**config.mk**
```make
export PLATFORM = sky130hd
export DESIGN_NAME = gsp_ctrl
export DESIGN_NICKNAME = d
export VERILOG_FILES = /design/src/rtl/core/gsp_pkg.sv /design/src/rtl/core/gsp_ctrl.sv
export SDC_FILE = /design/constraint.sdc
export NUM_CORES = 1
export LEC_CHECK = 0
export BUFFER_PORTS_ARGS = -buffer_cell sky130_fd_sc_hd__buf_2
export CAP_MARGIN = 20
export CORE_MARGIN = 5
export CORE_UTILIZATION = 44
export CTS_BUF_LIST = sky130_fd_sc_hd__clkbuf_16
export DETAILED_ROUTE_END_ITERATION = 8
export GPL_ROUTABILITY_DRIVEN = 0
export HOLD_SLACK_MARGIN = 0.05
export MAX_ROUTING_LAYER = met4
export PLACE_DENSITY = 0.69
export SYNTH_ARGS = -nofsm -noshare
export SYNTH_HDL_FRONTEND = slang
export SYNTH_SLANG_ARGS = --single-unit
```
**constraint.sdc**
```tcl
create_clock -name i_clk -period 4 [get_ports i_clk]
set_input_delay 0.4 -clock i_clk [delete_from_list [all_inputs] [get_ports i_clk]]
set_output_delay 0.4 -clock i_clk [all_outputs]
set_load 0.01 [all_outputs]
```
**src/rtl/core/gsp_pkg.sv**
```systemverilog
package gsp_pkg;

    localparam int MAX_GRID_DEF   = 64;
    localparam int VALUE_BITS_DEF = 32;

    localparam int KIND_W  = 2;
    localparam int COORD_W = 7;
    localparam int SIZE_W  = 7;
    localparam int TOL_W   = 31;
    localparam int STEP_W  = 32;
    localparam int LIMIT_W = 16;
    localparam int CFG_IDX_W  = 2;
    localparam int CFG_DATA_W = 32;

    localparam logic [KIND_W-1:0] KIND_LOAD_POT = 2'd0;
    localparam logic [KIND_W-1:0] KIND_LOAD_SRC = 2'd1;
    localparam logic [KIND_W-1:0] KIND_SOLVE    = 2'd2;
    localparam logic [KIND_W-1:0] KIND_READ     = 2'd3;

    localparam logic [CFG_IDX_W-1:0] CFG_GRID_SIZE = 2'd0;
    localparam logic [CFG_IDX_W-1:0] CFG_TOLERANCE = 2'd1;
    localparam logic [CFG_IDX_W-1:0] CFG_STEP_SQ   = 2'd2;
    localparam logic [CFG_IDX_W-1:0] CFG_LIMIT     = 2'd3;

    localparam logic [SIZE_W-1:0]  RST_GRID_SIZE = 7'd64;
    localparam logic [TOL_W-1:0]   RST_TOLERANCE = 31'd2684;
    localparam logic [STEP_W-1:0]  RST_STEP_SQ   = 32'd1016560;
    localparam logic [LIMIT_W-1:0] RST_LIMIT     = 16'd65535;

    // Commands from the controller to the datapath.
    typedef enum logic [2:0] {
        OP_NONE,
        OP_WR_POT,
        OP_WR_SRC,
        OP_RD_POT,
        OP_FETCH,
        OP_CALC,
        OP_SAT,
        OP_STORE
    } t_op;

    typedef struct packed {
        t_op  op;
        logic sweep_start;
    } t_cmd;

    typedef struct packed {
        logic conv;
    } t_stat;

endpackage

```
**src/rtl/core/gsp_ctrl.sv**
```systemverilog
module gsp_ctrl #(
    parameter int MAX_GRID = gsp_pkg::MAX_GRID_DEF,
    localparam int SIDE   = MAX_GRID + 2,
    localparam int PA_W   = $clog2(SIDE * SIDE),
    localparam int SA_W   = $clog2(MAX_GRID * MAX_GRID),
    localparam int RC_W   = $clog2(SIDE)
) (
    input  logic                           i_clk,
    input  logic                           i_rst_n,
    input  logic                           i_in_valid,
    output logic                           o_in_ready,
    input  logic [gsp_pkg::KIND_W-1:0]     i_kind,
    input  logic [gsp_pkg::COORD_W-1:0]    i_row,
    input  logic [gsp_pkg::COORD_W-1:0]    i_col,
    input  logic [gsp_pkg::SIZE_W-1:0]     i_grid_size,
    input  logic [gsp_pkg::LIMIT_W-1:0]    i_limit,
    input  gsp_pkg::t_stat                 i_stat,
    input  logic                           i_out_free,
    output gsp_pkg::t_cmd                  o_cmd,
    output logic [PA_W-1:0]                o_paddr,
    output logic [SA_W-1:0]                o_saddr,
    output logic [1:0]                     o_nb,
    output logic                           o_res_valid,
    output logic                           o_res_kind,
    output logic                           o_res_zero,
    output logic [gsp_pkg::LIMIT_W-1:0]    o_sweeps,
    output logic                           o_conv
);

    localparam logic [2:0] S_IDLE  = 3'd0;
    localparam logic [2:0] S_READ  = 3'd1;
    localparam logic [2:0] S_FETCH = 3'd2;
    localparam logic [2:0] S_CALC  = 3'd3;
    localparam logic [2:0] S_SAT   = 3'd4;
    localparam logic [2:0] S_STORE = 3'd5;
    localparam logic [2:0] S_CHECK = 3'd6;
    localparam logic [2:0] S_DONE  = 3'd7;

    logic [2:0]                  r_state, n_state;
    logic [RC_W-1:0]             r_r, r_c, lim_n;
    logic [2:0]                  r_ph;
    logic [gsp_pkg::LIMIT_W-1:0] r_cnt;
    logic                        r_zero;
    logic                        accept, pin, sin;
    logic [PA_W-1:0]             center, in_paddr;
    logic [SA_W-1:0]             in_saddr, cell_saddr;

    assign lim_n = (i_grid_size > gsp_pkg::SIZE_W'(MAX_GRID)) ? RC_W'(MAX_GRID)
                 : RC_W'(i_grid_size);
    assign pin = (32'(i_row) <= MAX_GRID + 1) && (32'(i_col) <= MAX_GRID + 1);
    assign sin = (i_row != '0) && (i_col != '0) && (32'(i_row) <= MAX_GRID)
              && (32'(i_col) <= MAX_GRID);
    assign in_paddr = PA_W'(32'(i_row) * SIDE + 32'(i_col));
    assign in_saddr = SA_W'((32'(i_row) - 1) * MAX_GRID + (32'(i_col) - 1));
    assign center = PA_W'(32'(r_r) * SIDE + 32'(r_c));
    assign cell_saddr = SA_W'((32'(r_r) - 1) * MAX_GRID + (32'(r_c) - 1));

    assign o_in_ready = (r_state == S_IDLE);
    assign accept = i_in_valid && o_in_ready;

    always_comb begin
        o_cmd = '{op: gsp_pkg::OP_NONE, sweep_start: 1'b0};
        o_paddr = center;
        o_saddr = cell_saddr;
        o_nb = r_ph[1:0];
        n_state = r_state;
        unique case (r_state)
            S_IDLE: begin
                o_paddr = in_paddr;
                o_saddr = in_saddr;
                if (accept) begin
                    priority case (i_kind)
                        gsp_pkg::KIND_LOAD_POT:
                            if (pin) o_cmd.op = gsp_pkg::OP_WR_POT;
                        gsp_pkg::KIND_LOAD_SRC:
                            if (sin) o_cmd.op = gsp_pkg::OP_WR_SRC;
                        gsp_pkg::KIND_SOLVE: begin
                            o_cmd.sweep_start = 1'b1;
                            n_state = (lim_n == '0) ? S_CHECK : S_FETCH;
                        end
                        default: n_state = S_READ;
                    endcase
                end
            end
            S_READ: n_state = S_DONE;
            S_FETCH: begin
                // Phases 0..3 issue neighbor reads; 1..4 collect their data.
                unique case (r_ph)
                    3'd0: o_paddr = center - PA_W'(SIDE);
                    3'd1: o_paddr = center + PA_W'(SIDE);
                    3'd2: o_paddr = center - PA_W'(1);
                    default: o_paddr = center + PA_W'(1);
                endcase
                if (r_ph != 3'd0) o_cmd.op = gsp_pkg::OP_FETCH;
                if (r_ph == 3'd4) n_state = S_CALC;
            end
            S_CALC: begin
                o_cmd.op = gsp_pkg::OP_NONE;
                if (r_ph == 3'd1) begin
                    o_cmd.op = gsp_pkg::OP_CALC;
                    n_state = S_SAT;
                end
            end
            S_SAT: begin
                o_cmd.op = gsp_pkg::OP_SAT;
                n_state = S_STORE;
            end
            S_STORE: begin
                o_cmd.op = gsp_pkg::OP_STORE;
                if (r_c == lim_n && r_r == lim_n) n_state = S_CHECK;
                else n_state = S_FETCH;
            end
            S_CHECK: begin
                if (i_stat.conv || (r_cnt + 1'b1 >= i_limit)) n_state = S_DONE;
                else begin
                    o_cmd.sweep_start = 1'b1;
                    n_state = (lim_n == '0) ? S_CHECK : S_FETCH;
                end
            end
            default: if (i_out_free) n_state = S_IDLE;
        endcase
    end

    always_ff @(posedge i_clk) begin
        if (!i_rst_n) begin
            r_state <= S_IDLE;
            r_ph <= '0;
            r_r <= RC_W'(1);
            r_c <= RC_W'(1);
            r_cnt <= '0;
            r_zero <= 1'b0;
            o_conv <= 1'b0;
            o_res_kind <= 1'b0;
        end else begin
            r_state <= n_state;
            unique case (r_state)
                S_IDLE: begin
                    r_ph <= '0;
                    r_r <= RC_W'(1);
                    r_c <= RC_W'(1);
                    if (accept) begin
                        r_cnt <= '0;
                        o_res_kind <= (i_kind == gsp_pkg::KIND_SOLVE);
                        r_zero <= !pin;
                    end
                end
                S_FETCH: r_ph <= (r_ph == 3'd4) ? 3'd0 : r_ph + 3'd1;
                S_CALC: r_ph <= (r_ph == 3'd1) ? 3'd0 : r_ph + 3'd1;
                S_STORE: begin
                    if (r_c == lim_n) begin
                        r_c <= RC_W'(1);
                        r_r <= (r_r == lim_n) ? RC_W'(1) : r_r + 1'b1;
                    end else begin
                        r_c <= r_c + 1'b1;
                    end
                end
                S_CHECK: begin
                    r_cnt <= r_cnt + 1'b1;
                    o_conv <= i_stat.conv;
                end
                default: ;
            endcase
        end
    end

    assign o_res_valid = (r_state == S_DONE);
    assign o_res_zero = r_zero;
    assign o_sweeps = r_cnt;

endmodule

```
==> impl_results.md <==
- RSZ-0062 raised after global routing: true
- Startpoint types: flip-flop
- Drt first pass iters: 5
- Final core utilization: 0.542
- Core area: approximately 14,000 sq um
- Cells after Synth: 843
- Clock insertion delay at the later pin of the skew report: 0.29 ns
- Diode count: 0
- Nets@finish: 1,088
- Layout area overhead: 21.4%
- Yosys warnings: 0
- Total chip power: 3470 uW
- Net Sw Frac: 0.501
- Die Width: 128 um
- Failing checks: setup timing
- CP Cell Sequence: ha_4, ha_4, ha_4, fa_2, and4_1, nor2b_4, xor2_2, ha_1, o21a_1, nor2_2, a31oi_2, xnor2_1, and3_1, o211ai_1, o311ai_2, buf_2
- Netlist cell types: 70
- Starting Density: 0.447
- Port Buf Inserts: 95
- Clk network pwr share: 0.135
- Pleak: 0.00355 uW
- EDFF count, synth: 0
- Critical path required time: between 3 and 4 ns
- Final setup margin: -0.0528 ns
- DP HPWL: 14,100 um
- Switching power: 1740 uW
- Hold path cells: 3
- Layout cells sized above 1: 0.222
- Root buffer cell: clkbuf_16
- Rel. slew slack: 0.282
- Num ports: between 90 and 100
- FMAX: 247 MHz
- CP arrival: 3.65 ns
- Max incr delay on CP: 0.54 ns
- DRT iter0 DRCs: slightly above 500
- R2R depth: 12
- Status: finished with violations
- Power Dens Cells: 463 nW/um^2
- Drt total wl: roughly 18,000 um
- Average size of a mapped cell: 7.33 sq um
- # DRC: 0
- GR Util All Layers: 0.217
- Gate power share: 0.725
- Final Max Tran Viols: 0
- Worst setup path startpoint: r_r[6]$_SDFFE_PN0P_
- Antenna violations before repair: 0
- Reg clk slew, reported paths: 0.06 ns
- Largest net degree at the start of global routing: 35
- Pint: 1730 uW
- Cts bufs inserted: 5
- Hold Buf Count CTS: 0
- Total of max-cap violations: 0
- Setup-failing EPs final: 2
- CP Capture Type: output port
- Share of the clock period used by the worst path: 1.01
- DP Worst Slack: -0.0449 ns
- Ys async rst share: 0
- Hold path start: i_stat
- # clock sinks: 39
- Worst-path fanout max: 2
- CTS H-Tree Depth: 2
- Minimum clock period: 4.05 ns
- Overflow after GRT: 0
- Seq cells post-synth: 39
- Post-Syn Nets: 981
- Cell Rows: 43
- First-pass GRT wire length: 28,800 um
- Reg-to-Reg Start: o_sweeps[1]$_SDFFE_PN0P_
- Worst-case vdd ir drop: slightly above 300 uV
- Via count: about 6,400
- Register Area: slightly below 800 sq um
- Flop pwr share: 0.140
- Via density: 5.66
- Die height: 128 um
- Worst Tran Pin Value: 1.07 ns
- Setup Skew: around 0.0066 ns
- Most common cell on crit path: ha_4
- Max Root-Sink Buffers: 2
- WL/cell: roughly 16 um
- Synth Flop Type: dfxtp_1
- Final setup TNS: -0.0793 ns
- CTS tree: built
- Number of global-route vias before repair: 5,978
- Register area share after synthesis: 0.126
- Final ANT Viol Nets: 0
- DIE AREA: 16,500 sq um
- Layout fillers: 1,342
- Critical path's slowest cell: fa_2
- Min-delay worst type: primary input to flip-flop
- Post-Syn Area: roughly 6200 sq um
- Area of the multi-input gates: 5330 sq um
- Final Hold Fails: 0
- CP Class: flip-flop to output port
## power by group through the flow
stage,sequential [uW],combinational (uW),clock [uW]
CTS,484,2370,478
finish,486,2510,469
detailed placement,492,2320,0
global route,492,2770,496
floorplan,460,1660,0
global placement,490,2320,0
## per-layer routing
layer,part of all wire,GRT usage
met1,0.45,0.273
met4,0.025,0.0718
met5,0,-
met2,0.47,0.362
met3,0.055,0.0262
## sequential cells by signal, indices dropped and copies added, names as in the netlist
register,count
o_res_kind,1
o_conv,1
r_ph,3
o_res_zero,1
r_c,7
r_r,7
r_state,3
o_sweeps,16
## cell usage after synthesis, types with 9 or more instances
master | number | share of area
o21a_1 | 9 | 0.011
nor2b_1 | 14 | 0.014
nand3_1 | 18 | 0.015
and3_1 | 18 | 0.018
clkbuf_1 | 27 | 0.016
nor2_1 | 95 | 0.058
a22oi_1 | 16 | 0.019
ha_1 | 86 | 0.17
nand2_1 | 68 | 0.041
nand2b_1 | 9 | 0.0091
inv_1 | 44 | 0.027
nor3_1 | 14 | 0.011
a21o_1 | 16 | 0.019
dfxtp_1 | 39 | 0.13
xor2_1 | 33 | 0.047
xnor2_1 | 57 | 0.081
a21oi_1 | 71 | 0.058
o21ai_0 | 74 | 0.060
## through the flow
step,hold WS [ns],cells,area (sq um)
floorplan,0.462,843,6180
global placement,0.447,1110,6900
detailed placement,0.448,1110,6900
CTS,0.383,1122,7290
global route,0.388,1131,7500
finish,0.387,1131,7500
## cells in the final DEF, fill, tap and decap left out, types with 8 or more instances in the layout
master    Yosys  final
nand2_1      68     68
dfxtp_1      39     34
a22oi_1      16     16
nand3_1      18     17
buf_2         1     95
nand2b_1      9      8
nor2b_1      14     13
o21a_1        9      9
o21ai_0      74     67
buf_4         4     39
nor3_1       14     13
and3_1       18     14
inv_1        44     44
nor2_1       95     92
a21oi_1      71     65
xor2_1       33     30
ha_1         86     74
xnor2_1      57     52
a21o_1       16     16
ha_4          0     10
## final timing paths
path,slack (ns),end
setup / recovery,-0.05,o_paddr[12]
hold / removal,0.39,o_conv$_SDFFE_PN0P_
setup reg to reg,0.89,r_state[0]$_SDFFE_PN0P_
hold reg to reg,0.46,o_conv$_SDFFE_PN0P_
## kinds of logic after synthesis
| group | synth area share |
|---|---|
| AO/OA/AOI/OAI | 0.249 |
| adder cells (fa/ha/maj) | 0.200 |
| XOR/XNOR | 0.128 |
| buffers and inverters | 0.0606 |
| AND/OR/NAND/NOR | 0.226 |
| flip-flops | 0.126 |
| multiplexers | 0.0101 |
## what timing repair did
| item | 4_1_cts | 5_1_grt |
|---|---|---|
| setup endpoints to repair | 4 | 8 |
| pin swaps | 21 | 14 |
| buffers inserted | 4 | 9 |
| gates resized for setup | 33 | 35 |
## critical path: cells and delay by family (launching register included)
family	cells	cell delay (ns)
AOI/OAI and AO/OA	4	0.50
xor gates and xnor gates	2	0.32
adders and majority gates	5	1.36
buffers and inverters	1	0.19
DFF	1	0.34
and+or+nand+nor	4	0.66
## cell type report
class,count,share of cell area
Multi-Input combinational cell,721,0.711
Timing Repair Buffer,138,0.108
Sequential cell,39,0.105
Tap cell,180,0.0300
Inverter,45,0.0225
Clock buffer,5,0.0167
Clock inverter,3,0.00634
Power figures use the tool's default switching activity.
